File: config.mk
export PLATFORM = sky130hd
export DESIGN_NAME = aie_ctrl
export DESIGN_NICKNAME = d
export VERILOG_FILES = /design/src/rtl/aie_pkg.sv /design/src/rtl/aie_ctrl.sv
export SDC_FILE = /design/constraint.sdc
export NUM_CORES = 1
export LEC_CHECK = 0
export ABC_AREA = 1
export BUFFER_PORTS_ARGS = -buffer_cell sky130_fd_sc_hd__buf_2
export CORE_AREA = 2 2 39 41
export DETAILED_ROUTE_END_ITERATION = 8
export DIE_AREA = 0 0 41 43
export GPL_ROUTABILITY_DRIVEN = 1
export PLACE_DENSITY = 0.37
export SYNTH_ARGS = -nofsm -noshare
export SYNTH_HDL_FRONTEND = slang
export SYNTH_SLANG_ARGS = --single-unit
export TNS_END_PERCENT = 30
File: constraint.sdc
create_clock -name clock -period 0.8 [get_ports clock]
set_clock_uncertainty 0.15 [all_clocks]
set_input_delay 0.12 -clock clock [delete_from_list [all_inputs] [get_ports clock]]
set_output_delay 0.12 -clock clock [all_outputs]
set_load 0.01 [all_outputs]
File: src/rtl/aie_pkg.sv
`default_nettype none
package aie_pkg;

   localparam int REG_COUNT   = 16;
   localparam int MEM_BYTES   = 4096;
   localparam int REG_IDX_W   = $clog2(REG_COUNT);
   localparam int MEM_ADDR_W  = $clog2(MEM_BYTES);
   localparam int DATA_W      = 32;
   localparam int BYTE_W      = 8;
   localparam int OPCODE_W    = 8;
   localparam int STATUS_W    = 3;
   localparam int SHIFT_W     = $clog2(DATA_W);

   // item kinds
   localparam logic KIND_EXEC    = 1'b0;
   localparam logic KIND_PRELOAD = 1'b1;

   typedef enum logic [OPCODE_W-1:0] {
      OP_NOP  = 8'd0,
      OP_ADD  = 8'd1,
      OP_SUB  = 8'd2,
      OP_OR   = 8'd3,
      OP_AND  = 8'd4,
      OP_SHL  = 8'd5,
      OP_SHR  = 8'd6,
      OP_LT   = 8'd7,
      OP_JMP  = 8'd8,
      OP_CJP  = 8'd9,
      OP_SET  = 8'd10,
      OP_MOV  = 8'd11,
      OP_LD   = 8'd12,
      OP_ST   = 8'd13,
      OP_HALT = 8'd14
   } opcode_type;

   typedef enum logic [STATUS_W-1:0] {
      ST_ADVANCED = 3'd0,
      ST_JUMPED   = 3'd1,
      ST_HALTED   = 3'd2,
      ST_UNKNOWN  = 3'd3,
      ST_RANGE    = 3'd4
   } status_type;

   typedef struct packed {
      logic clear;
      logic capture;
      logic execute;
   } ctrl_cmd_type;

   typedef struct packed {
      logic clear_last;
   } dp_status_type;

endpackage
`default_nettype wire

File: src/rtl/aie_ctrl.sv
`default_nettype none
module aie_ctrl (
   input  wire logic                   clock,
   input  wire logic                   reset,
   input  wire logic                   start,
   output logic                        busy,
   output aie_pkg::ctrl_cmd_type       cmd,
   input  wire aie_pkg::dp_status_type dp_status
);
   import aie_pkg::*;

   typedef enum logic [1:0] {
      S_CLEAR,
      S_IDLE,
      S_EXEC
   } state_type;

   state_type state_ff;
   logic      busy_ff;

   always_ff @(posedge clock) begin
      if (reset) begin
         state_ff <= S_CLEAR;
         busy_ff  <= 1'b1;
      end else begin
         unique case (state_ff)
            S_CLEAR: begin
               if (dp_status.clear_last) begin
                  state_ff <= S_IDLE;
                  busy_ff  <= 1'b0;
               end
            end
            S_IDLE: begin
               if (start) begin
                  state_ff <= S_EXEC;
                  busy_ff  <= 1'b1;
               end
            end
            S_EXEC: begin
               state_ff <= S_IDLE;
               busy_ff  <= 1'b0;
            end
            default: begin
               state_ff <= S_IDLE;
               busy_ff  <= 1'b0;
            end
         endcase
      end
   end

   assign busy = busy_ff;

   always_comb begin
      cmd.clear   = (state_ff == S_CLEAR);
      cmd.capture = (state_ff == S_IDLE) && start;
      cmd.execute = (state_ff == S_EXEC);
   end

endmodule
`default_nettype wire

After elaboration in Yosys (flattened, before gate mapping) --
Index checks and enable logic that the tools add are counted. W data, S select, Z words.
Operators by class: eq/ne operators 4, mux-type cells 6, reduce and logical (&&, ||, !) cells 3
Operator list (number):
- $mux W2 | 2
- $pmux W2 S2 | 1
- $eq A2 B1 Y1 const B | 1
- $eq A2 B2 Y1 const B | 1
- $logic_not A2 Y1 | 1
- $mux W1 | 2
- $ne A2 B1 Y1 const B | 1
- $ne A2 B2 Y1 const B | 1
- $pmux W1 S2 | 1
- $reduce_and A2 Y1 | 1
- $logic_and A1 B1 Y1 | 1
Word-level totals: register bits 3, input port bits 4, output and inout port bits 4, logic and storage cells 15

Longest topological paths before layout --
depth in word-level cells 3, gate-level depth with buffers 5, depth with buffers taken out 5

Worst setup path after synthesis --
OpenSTA, ideal clock, no wires.
kind reg2reg, start reg state_ff[0], end reg busy_ff, in the netlist busy, setup time 0.058 ns, arrival 0.708 ns, required time 0.592 ns, path slack -0.116 ns, stages on the path, launching flop included 6, buffers on the path 0, clock period less this slack 0.916 ns, cell sequence dfxtp_1 > nor2_2 > nand2_1 > nand2_1 > nand2_1 > nand2_1
RTL lines:
- from (decl) | line aie_ctrl.sv:18 | state_type state_ff;
- from (signal assigned) | line aie_ctrl.sv:23 | state_ff <= S_CLEAR;
- from (signal assigned) | line aie_ctrl.sv:29 | state_ff <= S_IDLE;
- from (signal assigned) | line aie_ctrl.sv:35 | state_ff <= S_EXEC;
- to (signal assigned) | line aie_ctrl.sv:24 | busy_ff <= 1'b1;
- to (signal assigned) | line aie_ctrl.sv:30 | busy_ff <= 1'b0;
- to (signal assigned) | line aie_ctrl.sv:36 | busy_ff <= 1'b1;
- to (decl) | line aie_ctrl.sv:19 | logic busy_ff;

==> run_results.csv <==
group,metric,value,unit
placement,pre_cts_ws,-0.125,ns
worst_setup_path,worstSetupPathType,"flip-flop to output pin",
grt,grt_pass1_wl,476,um
placement,postPlaceCellArea,198,sq um
logic_synthesis,syn_inst,20,
route,vias,148,
die,die_width,41,um
final_layout,stdcell_area,260,sq um
worst_setup_path,critPathArrivalTime,0.85,ns
logic_synthesis,syn_area,130,sq um
grt,grt_pass1_vias,148,
worst_setup_path,endpoint_kind,"output pin",
timing,worstMarginPinSlew,0.103,ns
route,wl,316,um
final_layout,fin_nets,38,
die,die-area,1760,sq um
final_layout,fill_cells,162,
power,ir_drop,384,uV
logic_synthesis,yosysTopAreaCell,"dfxtp_1",
placement,routabilityCongestion,0.519,
route,firstDrtPassIters,2,
die,fp.coreArea,1380,sq um
route,viasPerCell,3.02,
die,rows,14,
clock_tree,cts_sinks,3,
timing,hold_ws,-0.0964,ns
clock_tree,root_buffer,"clkbuf_4",
outcome,status,"finished with violations",
timing,hold_violations,2,
grt,grt-ovfl-total,0,
logic_synthesis,avgSynthCellArea,6.51,sq um
timing,setup_viol,7,
final_layout,syn_to_final_growth,100,%
grt,grt_max_degree,5,
run,maxCapViolCount,0,
timing,fin_crit,1.12,ns
outcome,violations,"hold timing, setup timing",
timing,fin_ws,-0.322,ns
placement,portBuffers,7,
final_layout,drive_gt1_share,60.6,%
clock_tree,clkTransAtPathRegs,0.04,ns
clock_tree,clk_latency,0.23,ns
timing,maxSlewViolCount,0,
route,drt_iter0_drc,2,
clock_tree,clock_path_buffers,2,
die,start_util,9.40,%
grt,antenna_found_initial,0,
power,p_per_area,2040,nW/um^2
clock_tree,cts_tree,"built",
logic_synthesis,synthTopCellsByArea,"dfxtp_1 (46%), inv_1 (17%), nand2_1 (14%), nand3_1 (7.7%), nor2_1 (5.8%)",
logic_synthesis,synth_fp_nets,24,
logic_synthesis,synth.distinct_cells,7,
logic_synthesis,synth_top_cell_area_share,46.2,%
route,wl_per_cell,6.45,um
clock_tree,cts_buffers,3,
route,ant_nets,0,
timing,relSlewSlack,93.1,%
worst_setup_path,worstPathRequired,0.53,ns
hold_path,hp-class,"input port to flip-flop",
logic_synthesis,yosysSeqAreaShare,46.2,%
logic_synthesis,synth-seq-cells,3,
timing,finalCritPeriodShare,140,%
final_layout,n_antenna_cell,0,
logic_synthesis,yosys_warnings,0,
grt,grt_usage,4.71,%
worst_setup_path,path_max_fanout,3,
power,p_leak,0.146,nW
timing,timing.fmax,891,MHz
die,ios,8,
clock_tree,htreeDepth,1,
timing,rsz0062_at_grt,"yes",
power,total_power,0.530,mW
die,die_height,43,um
route,drc_errors,0,
worst_setup_path,start_kind,"flip-flop",
==> cells by family (layout without fill, tap and decap cells) <==
| group | count (synthesis) | after routing | share of synthesized area (%) |
|---|---|---|---|
| flip-flops | 3 | 3 | 46.2 |
| buffers and inverters | 6 | 19 | 17.3 |
| AO/OA/AOI/OAI | 1 | 1 | 3.84 |
| AND/OR/NAND/NOR | 10 | 10 | 32.7 |
==> synthesized netlist by cell type <==
| cell type | number |
|---|---|
| nor2_1 | 2 |
| dfxtp_1 | 3 |
| nand3_1 | 2 |
| nor2_2 | 1 |
| inv_1 | 6 |
| a21oi_1 | 1 |
| nand2_1 | 5 |
==> registers in the layout, summed over array words and instances, names as in the netlist <==
register,cells
state_ff,2
busy,1
==> per-layer routing <==
metal / global-route usage (%) / up-vias / wire, um
li1: - / 82 / -
met3: 3.14 / 0 / 21
met1: 4.49 / 62 / 128
met5: 0 / - / 0
met2: 4.69 / 4 / 167
met4: 8.00 / 0 / 0
==> per-stage QoR <==
| stage | setup TNS, ns | util (%) | hold slack, ns | std cells |
|---|---|---|---|---|
| 2_1_floorplan | -0.0949 | - | 0.0350 | 20 |
| 3_3_place_gp | -0.405 | 14.3 | 0.138 | 43 |
| 3_5_place_dp | -0.443 | 14.3 | 0.142 | 43 |
| 4_1_cts | -1.56 | 18.6 | -0.107 | 49 |
| 5_1_grt | -1.74 | 18.8 | -0.0924 | 49 |
| 6_report | -1.42 | 18.8 | -0.0964 | 49 |
==> final timing paths <==
| kind | cells after the start | from | slack, ns | endpoint |
|---|---|---|---|---|
| min reg2reg | 2 | busy$_SDFFE_PP1P_ | 0.29 | busy$_SDFFE_PP1P_ |
| max | 4 | state_ff[1]$_SDFFE_PP0P_ | -0.32 | cmd[1] |
| min | 2 | reset | -0.1 | state_ff[1]$_SDFFE_PP0P_ |
| max reg2reg | 6 | state_ff[1]$_SDFFE_PP0P_ | -0.18 | busy$_SDFFE_PP1P_ |
==> final cells by class <==
cell class	count	area, sq um	area share (%)
Sequential cell	3	66.3	25.5
Timing Repair Buffer	9	62.6	24.0
Inverter	6	22.5	8.65
Clock buffer	4	26.3	10.1
Multi-Input combinational cell	11	62.6	24.0
Tap cell	16	20.0	7.69
==> where the power goes <==
| part | total [mW] | internal, mW | switching, mW |
|---|---|---|---|
| Clock | 0.262 | 0.187 | 0.0749 |
| Sequential | 0.177 | 0.164 | 0.0126 |
| Combinational | 0.0911 | 0.0497 | 0.0414 |
==> layout by cell type (no fill, tap or decap), drive strengths merged <==
| cell | n |
|---|---|
| nor2 | 3 |
| clkbuf | 4 |
| nand3 | 2 |
| buf | 9 |
| inv | 6 |
| dfxtp | 3 |
| nand2 | 5 |
| a21oi | 1 |
==> what timing repair did <==
action,4_1_cts,5_1_grt
setup buffers,2,0
pin swaps,2,1
hold endpoints to repair,2,2
setup endpoints to repair,7,7
gates resized for setup,5,1
==> critical path: stages, from the launching register on <==
cell	delay (ns)
dfxtp_2	0.33
inv_2	0.06
nand3_2	0.06
inv_1	0.05
buf_2	0.12
Note: power is estimated with default switching activity, not from simulation.
